### config.mk
export PLATFORM = sky130hd
export DESIGN_NAME = gqg_ctrl
export DESIGN_NICKNAME = d
export VERILOG_FILES = /design/src/rtl/core/gqg_pkg.sv /design/src/rtl/core/gqg_ctrl.sv
export SDC_FILE = /design/constraint.sdc
export NUM_CORES = 1
export LEC_CHECK = 0
export ABC_AREA = 1
export ABC_CLOCK_PERIOD_IN_PS = 1600
export BUFFER_PORTS_ARGS = -buffer_cell sky130_fd_sc_hd__buf_2
export CAP_MARGIN = 10
export CORE_MARGIN = 2
export CORE_UTILIZATION = 40
export DETAILED_ROUTE_END_ITERATION = 10
export GPL_TIMING_DRIVEN = 1
export PLACE_DENSITY = 0.67
export SKIP_CTS_REPAIR_TIMING = 1
export SLEW_MARGIN = 20
export SYNTH_ARGS = -nofsm -noshare
export SYNTH_HDL_FRONTEND = slang
export SYNTH_SLANG_ARGS = --single-unit
### constraint.sdc
create_clock -name clk -period 1.6 [get_ports clk]
set_input_delay 0.32 -clock clk [delete_from_list [all_inputs] [get_ports clk]]
set_output_delay 0.32 -clock clk [all_outputs]
set_load 0.005 [all_outputs]
### src/rtl/core/gqg_pkg.sv
// Shared types, codes and helper functions for the glyph quad generator.
// Depends on nothing; the core, controller, datapath and divider refer to it by scoped names.

package gqg_pkg;

    // Item operation codes.
    typedef enum logic [1:0] {
        OP_WRITE  = 2'd0,
        OP_START  = 2'd1,
        OP_LAYOUT = 2'd2,
        OP_NONE   = 2'd3
    } op_t;

    // Configuration register indexes.
    typedef enum logic [1:0] {
        CFG_SCREEN_W = 2'd0,
        CFG_SCREEN_H = 2'd1,
        CFG_ATLAS_W  = 2'd2,
        CFG_ATLAS_H  = 2'd3
    } cfg_idx_t;

    // Which texture edge the shared divider is working on.
    typedef enum logic [1:0] {
        DIV_U0 = 2'd0,
        DIV_U1 = 2'd1,
        DIV_V0 = 2'd2,
        DIV_V1 = 2'd3
    } div_sel_t;

    typedef enum logic [3:0] {
        S_IDLE,
        S_WRITE,
        S_START_X,
        S_START_Y,
        S_START_FIN,
        S_LOOKUP,
        S_CHECK,
        S_MISS,
        S_DIV_GO,
        S_DIV_WAIT,
        S_EMIT
    } state_t;

    // One glyph table entry, 64 bits.
    typedef struct packed {
        logic [11:0]        ax;
        logic [11:0]        ay;
        logic [7:0]         w;
        logic [7:0]         h;
        logic signed [7:0]  xo;
        logic signed [7:0]  yo;
        logic [7:0]         adv;
    } glyph_t;

    typedef struct packed {
        logic     capture;
        logic     tbl_write;
        logic     mul_x;
        logic     mul_y;
        logic     pen_y_load;
        logic     lookup;
        logic     geom;
        logic     div_start;
        logic     div_store;
        div_sel_t div_sel;
        logic     emit;
        logic     emit_miss;
        logic [2:0] corner;
        logic     advance;
    } cmd_t;

    typedef struct packed {
        logic hit;
        logic div_done;
        logic out_free;
    } status_t;

    localparam logic [2:0]  LAST_CORNER = 3'd5;
    localparam logic [16:0] TEX_ONE     = 17'd65536;
    localparam int          DIV_STEPS   = 9;     // two quotient bits per step
    localparam logic [13:0] SCREEN_W_RST = 14'd1280;
    localparam logic [13:0] SCREEN_H_RST = 14'd720;
    localparam logic [12:0] ATLAS_W_RST  = 13'd512;
    localparam logic [12:0] ATLAS_H_RST  = 13'd512;

    // Clamp a 26-bit two's complement value to the signed 24-bit range.
    function automatic logic [23:0] sat24(input logic [25:0] v);
        logic [23:0] r;
        if (!v[25] && (v[24:23] != 2'b00)) begin
            r = 24'h7FFFFF;
        end else if (v[25] && (v[24:23] != 2'b11)) begin
            r = 24'h800000;
        end else begin
            r = v[23:0];
        end
        return r;
    endfunction

    // Corner k uses the right edge for corners 1, 2 and 4.
    function automatic logic corner_right(input logic [2:0] k);
        logic r;
        case (k)
            3'd1, 3'd2, 3'd4: r = 1'b1;
            default:          r = 1'b0;
        endcase
        return r;
    endfunction

    // Corner k uses the bottom edge for corners 2, 4 and 5.
    function automatic logic corner_bottom(input logic [2:0] k);
        logic r;
        case (k)
            3'd2, 3'd4, 3'd5: r = 1'b1;
            default:          r = 1'b0;
        endcase
        return r;
    endfunction

endpackage

### src/rtl/core/gqg_ctrl.sv
// Controller state machine of the glyph quad generator.
// Depends on gqg_pkg for the state, opcode, command and status types.

module gqg_ctrl (
    input  logic              clk,
    input  logic              rst_n,
    input  logic              in_valid,
    input  logic [1:0]        in_opcode,
    output logic              in_ready,
    input  gqg_pkg::status_t  status,
    output gqg_pkg::cmd_t     cmd
);

    gqg_pkg::state_t   state_reg, state_next;
    gqg_pkg::div_sel_t sel_reg, sel_next;
    logic [2:0]        corner_reg, corner_next;

    always_ff @(posedge clk or negedge rst_n)
    begin
        if (!rst_n) begin
            state_reg  <= gqg_pkg::S_IDLE;
            sel_reg    <= gqg_pkg::DIV_U0;
            corner_reg <= '0;
        end else begin
            state_reg  <= state_next;
            sel_reg    <= sel_next;
            corner_reg <= corner_next;
        end
    end

    always_comb
    begin
        state_next  = state_reg;
        sel_next    = sel_reg;
        corner_next = corner_reg;
        cmd         = '0;
        cmd.div_sel = sel_reg;
        cmd.corner  = corner_reg;
        in_ready    = 1'b0;
        case (state_reg)
            gqg_pkg::S_IDLE:
            begin
                in_ready = 1'b1;
                if (in_valid) begin
                    cmd.capture = 1'b1;
                    case (gqg_pkg::op_t'(in_opcode))
                        gqg_pkg::OP_WRITE:  state_next = gqg_pkg::S_WRITE;
                        gqg_pkg::OP_START:  state_next = gqg_pkg::S_START_X;
                        gqg_pkg::OP_LAYOUT: state_next = gqg_pkg::S_LOOKUP;
                        default:            state_next = gqg_pkg::S_IDLE;
                    endcase
                end
            end
            gqg_pkg::S_WRITE:
            begin
                cmd.tbl_write = 1'b1;
                state_next    = gqg_pkg::S_IDLE;
            end
            gqg_pkg::S_START_X:
            begin
                cmd.mul_x  = 1'b1;
                state_next = gqg_pkg::S_START_Y;
            end
            gqg_pkg::S_START_Y:
            begin
                cmd.mul_y  = 1'b1;
                state_next = gqg_pkg::S_START_FIN;
            end
            gqg_pkg::S_START_FIN:
            begin
                cmd.pen_y_load = 1'b1;
                state_next     = gqg_pkg::S_IDLE;
            end
            gqg_pkg::S_LOOKUP:
            begin
                cmd.lookup = 1'b1;
                state_next = gqg_pkg::S_CHECK;
            end
            gqg_pkg::S_CHECK:
            begin
                if (status.hit) begin
                    cmd.geom   = 1'b1;
                    sel_next   = gqg_pkg::DIV_U0;
                    state_next = gqg_pkg::S_DIV_GO;
                end else begin
                    state_next = gqg_pkg::S_MISS;
                end
            end
            gqg_pkg::S_MISS:
            begin
                if (status.out_free) begin
                    cmd.emit_miss = 1'b1;
                    state_next    = gqg_pkg::S_IDLE;
                end
            end
            gqg_pkg::S_DIV_GO:
            begin
                cmd.div_start = 1'b1;
                state_next    = gqg_pkg::S_DIV_WAIT;
            end
            gqg_pkg::S_DIV_WAIT:
            begin
                if (status.div_done) begin
                    cmd.div_store = 1'b1;
                    case (sel_reg)
                        gqg_pkg::DIV_U0:
                        begin
                            sel_next   = gqg_pkg::DIV_U1;
                            state_next = gqg_pkg::S_DIV_GO;
                        end
                        gqg_pkg::DIV_U1:
                        begin
                            sel_next   = gqg_pkg::DIV_V0;
                            state_next = gqg_pkg::S_DIV_GO;
                        end
                        gqg_pkg::DIV_V0:
                        begin
                            sel_next   = gqg_pkg::DIV_V1;
                            state_next = gqg_pkg::S_DIV_GO;
                        end
                        default:
                        begin
                            corner_next = '0;
                            state_next  = gqg_pkg::S_EMIT;
                        end
                    endcase
                end
            end
            gqg_pkg::S_EMIT:
            begin
                if (status.out_free) begin
                    cmd.emit = 1'b1;
                    if (corner_reg == gqg_pkg::LAST_CORNER) begin
                        cmd.advance = 1'b1;
                        state_next  = gqg_pkg::S_IDLE;
                    end else begin
                        corner_next = corner_reg + 3'd1;
                    end
                end
            end
            default:
            begin
                state_next = gqg_pkg::S_IDLE;
            end
        endcase
    end

endmodule

==> qor.txt <==
Crit path arrival time -> 1310 ps
initial antenna violation count -> 0
CTS Buf Count -> 3
max reg flops -> 4
Worst VDD drop -> 0.510 mV
CP Capture Type -> output port
core footprint -> 0.00176 sq mm
Post-Syn Area -> 761 sq um
Critical Path RT -> 1280 ps
via-per-instance ratio -> 4.92
H-tree Lvls -> 1
Pre-antenna DRT Iters -> 4
Syn Inst Count -> 122
Yosys top cell by area -> dfrtp_1
Root Buffer -> clkbuf_4
number of global-route vias before repair -> 707
DR WL/cell -> 11.6 um
die area -> 0.00227 sq mm
worst-path cell chain -> inv_4 > nor2_4 > nand2_4 > nor3_2 > buf_2
Slew Viols, Final -> 0
most common cell in the synthesized netlist -> nand2_1
GRT Total Usage -> 0.182
Max-Cap Viols -> 0
width of the chip -> 47.6 um
fin area -> 0.00107 sq mm
Avg Inst Size Synth -> 6.24 sq um
Setup TNS -> -97.7 ps
Post-synth EDFFs -> 0
total leakage power -> 0.632 nW
power per cell area -> 1170 mW/mm^2
Detailed Route WL -> 2130 um
Worst slew margin -> 0.846
CTS tree -> yes
f_max -> 0.612 GHz
Reg clk slew, reported paths -> 70 ps
1st-iter DRT viols -> 29
IO Count -> 26
startpoint types -> flop
violated checks -> negative setup slack
Residual DRC -> 0
Clock Skew -> 7.52 ps
Via Count -> 901
Starting Density -> 0.431
Clk Latency, worst-skew pair -> 270 ps
row count -> 15
routability cong. -> 0.815
worst hold slack -> 424 ps
post-DP HPWL -> 1510 um
remaining global-route overflow -> 0
commonest cells in the netlist -> nand2_1, inv_1, nor2_1, nand3_1, dfrtp_1
Worst Max-Slew Pin Slew -> 231 ps
YS warnings -> 0
Die Y -> 47.6 um
WS Path Type -> reg2out
crit share post-route -> 1.02
number of nets in the layout -> 172
Max Buffers Root-to-Sink -> 2
synth unique cells -> 19
Layout area overhead -> 41.3%
Port-buffer cells -> 25
largest stage delay on the critical path -> 450 ps
final setup margin -> -34.8 ps
CP Max Fanout -> 5
main flop type after synthesis -> dfrtp_1
Placement Cell Area -> 917 sq um
RSZ-0062 raised after global routing -> yes
status -> finished, violations left
min cycle time layout -> 1630 ps
Critical-path top delay cell -> dfrtp_2
setup violators final -> 4
Synth top area share -> 0.296
share of cells above drive strength 1 -> 0.411
Final Hold Viols -> 0
diode count -> 0
ys async rst share -> 1.00
Mapped Nets -> 135
#FFs+latches synth -> 9
clock sink count -> 9
sequential share of the synthesized area -> 0.296
first-pass GRT wire length -> 2910 um
top post-synthesis cells by area -> dfrtp_1, nand2_1, inv_1
HP Class -> in2async
# fillers -> 182
Final ANT Viol Nets -> 0
pin count of the biggest net entering global routing -> 10
==> power by group <==
group	total (mW)	switching, mW	internal (mW)
Clock	0.182	0.0894	0.0925
Combinational	0.712	0.437	0.275
Sequential	0.359	0.0841	0.275
Total	1.25	0.611	0.642
==> area by class of cell <==
class / instances / area [sq um] / area share
repair buffers: 32 / 184 / 0.171
multi-input cells: 91 / 518 / 0.482
well taps: 25 / 31.3 / 0.0291
flip-flops and latches: 9 / 229 / 0.213
inverters: 22 / 85.1 / 0.0792
clock buffers: 3 / 22.5 / 0.0210
clock inverters: 1 / 5.00 / 0.00466
==> per-stage QoR <==
step	total power, mW	setup slack (ps)	instances	util
finish	1.25	-34.8	183	0.609
global route	1.35	-97.5	183	0.609
CTS	1.05	-137	176	0.535
detailed placement	0.865	167	172	0.520
global placement	0.859	155	172	0.520
floorplan	0.696	348	122	-
==> worst max-delay path, delay by kind of cell, from the launching register on <==
kind                   cells  cell delay [ps]
buffers and inverters      2              180
and+or+nand+nor            3              400
DFF                        1              450
==> path summary, 6_finish.rpt <==
path	start	end	slack, ps	cells after the start
min reg2reg	sel_reg[1]	sel_reg[1]	550	2
min	rst_n	state_reg[1]	420	2
max	state_reg[1]	cmd[0]	-30	5
min in group clk	status[0]	state_reg[2]	450	4
max in group asynchronous	rst_n	state_reg[3]	970	2
max reg2reg	state_reg[3]	corner_reg[1]	130	8
==> cells in the final DEF, fill, tap and decap left out, drive strengths merged <==
master and count:
nand2 37, buf 31, nor2 23, inv 22, nand3 11, dfrtp 9
o21ai 6, ha 5, clkbuf 3, nor3 3, a21oi 2, o22ai 1
xnor2 1, or2 1, o21bai 1, clkinv 1, dlygate4sd3 1
==> cell families (layout without fill, tap and decap cells) <==
logic type      count (synthesis)  after routing  share of synthesized area
fa+ha+maj                       5              5                     0.0822
buf+inv                        22             58                      0.109
flops                           9              9                      0.296
compound gates                 10             10                     0.0757
xor+xnor                        1              1                     0.0115
simple gates                   75             75                      0.426
==> routing by layer <==
metal	track usage	wire length, um
met5	0	0
met4	0.0162	20
met3	0.0604	114
met2	0.292	1060
met1	0.249	938
No activity file was read; power rests on OpenSTA's default activity.
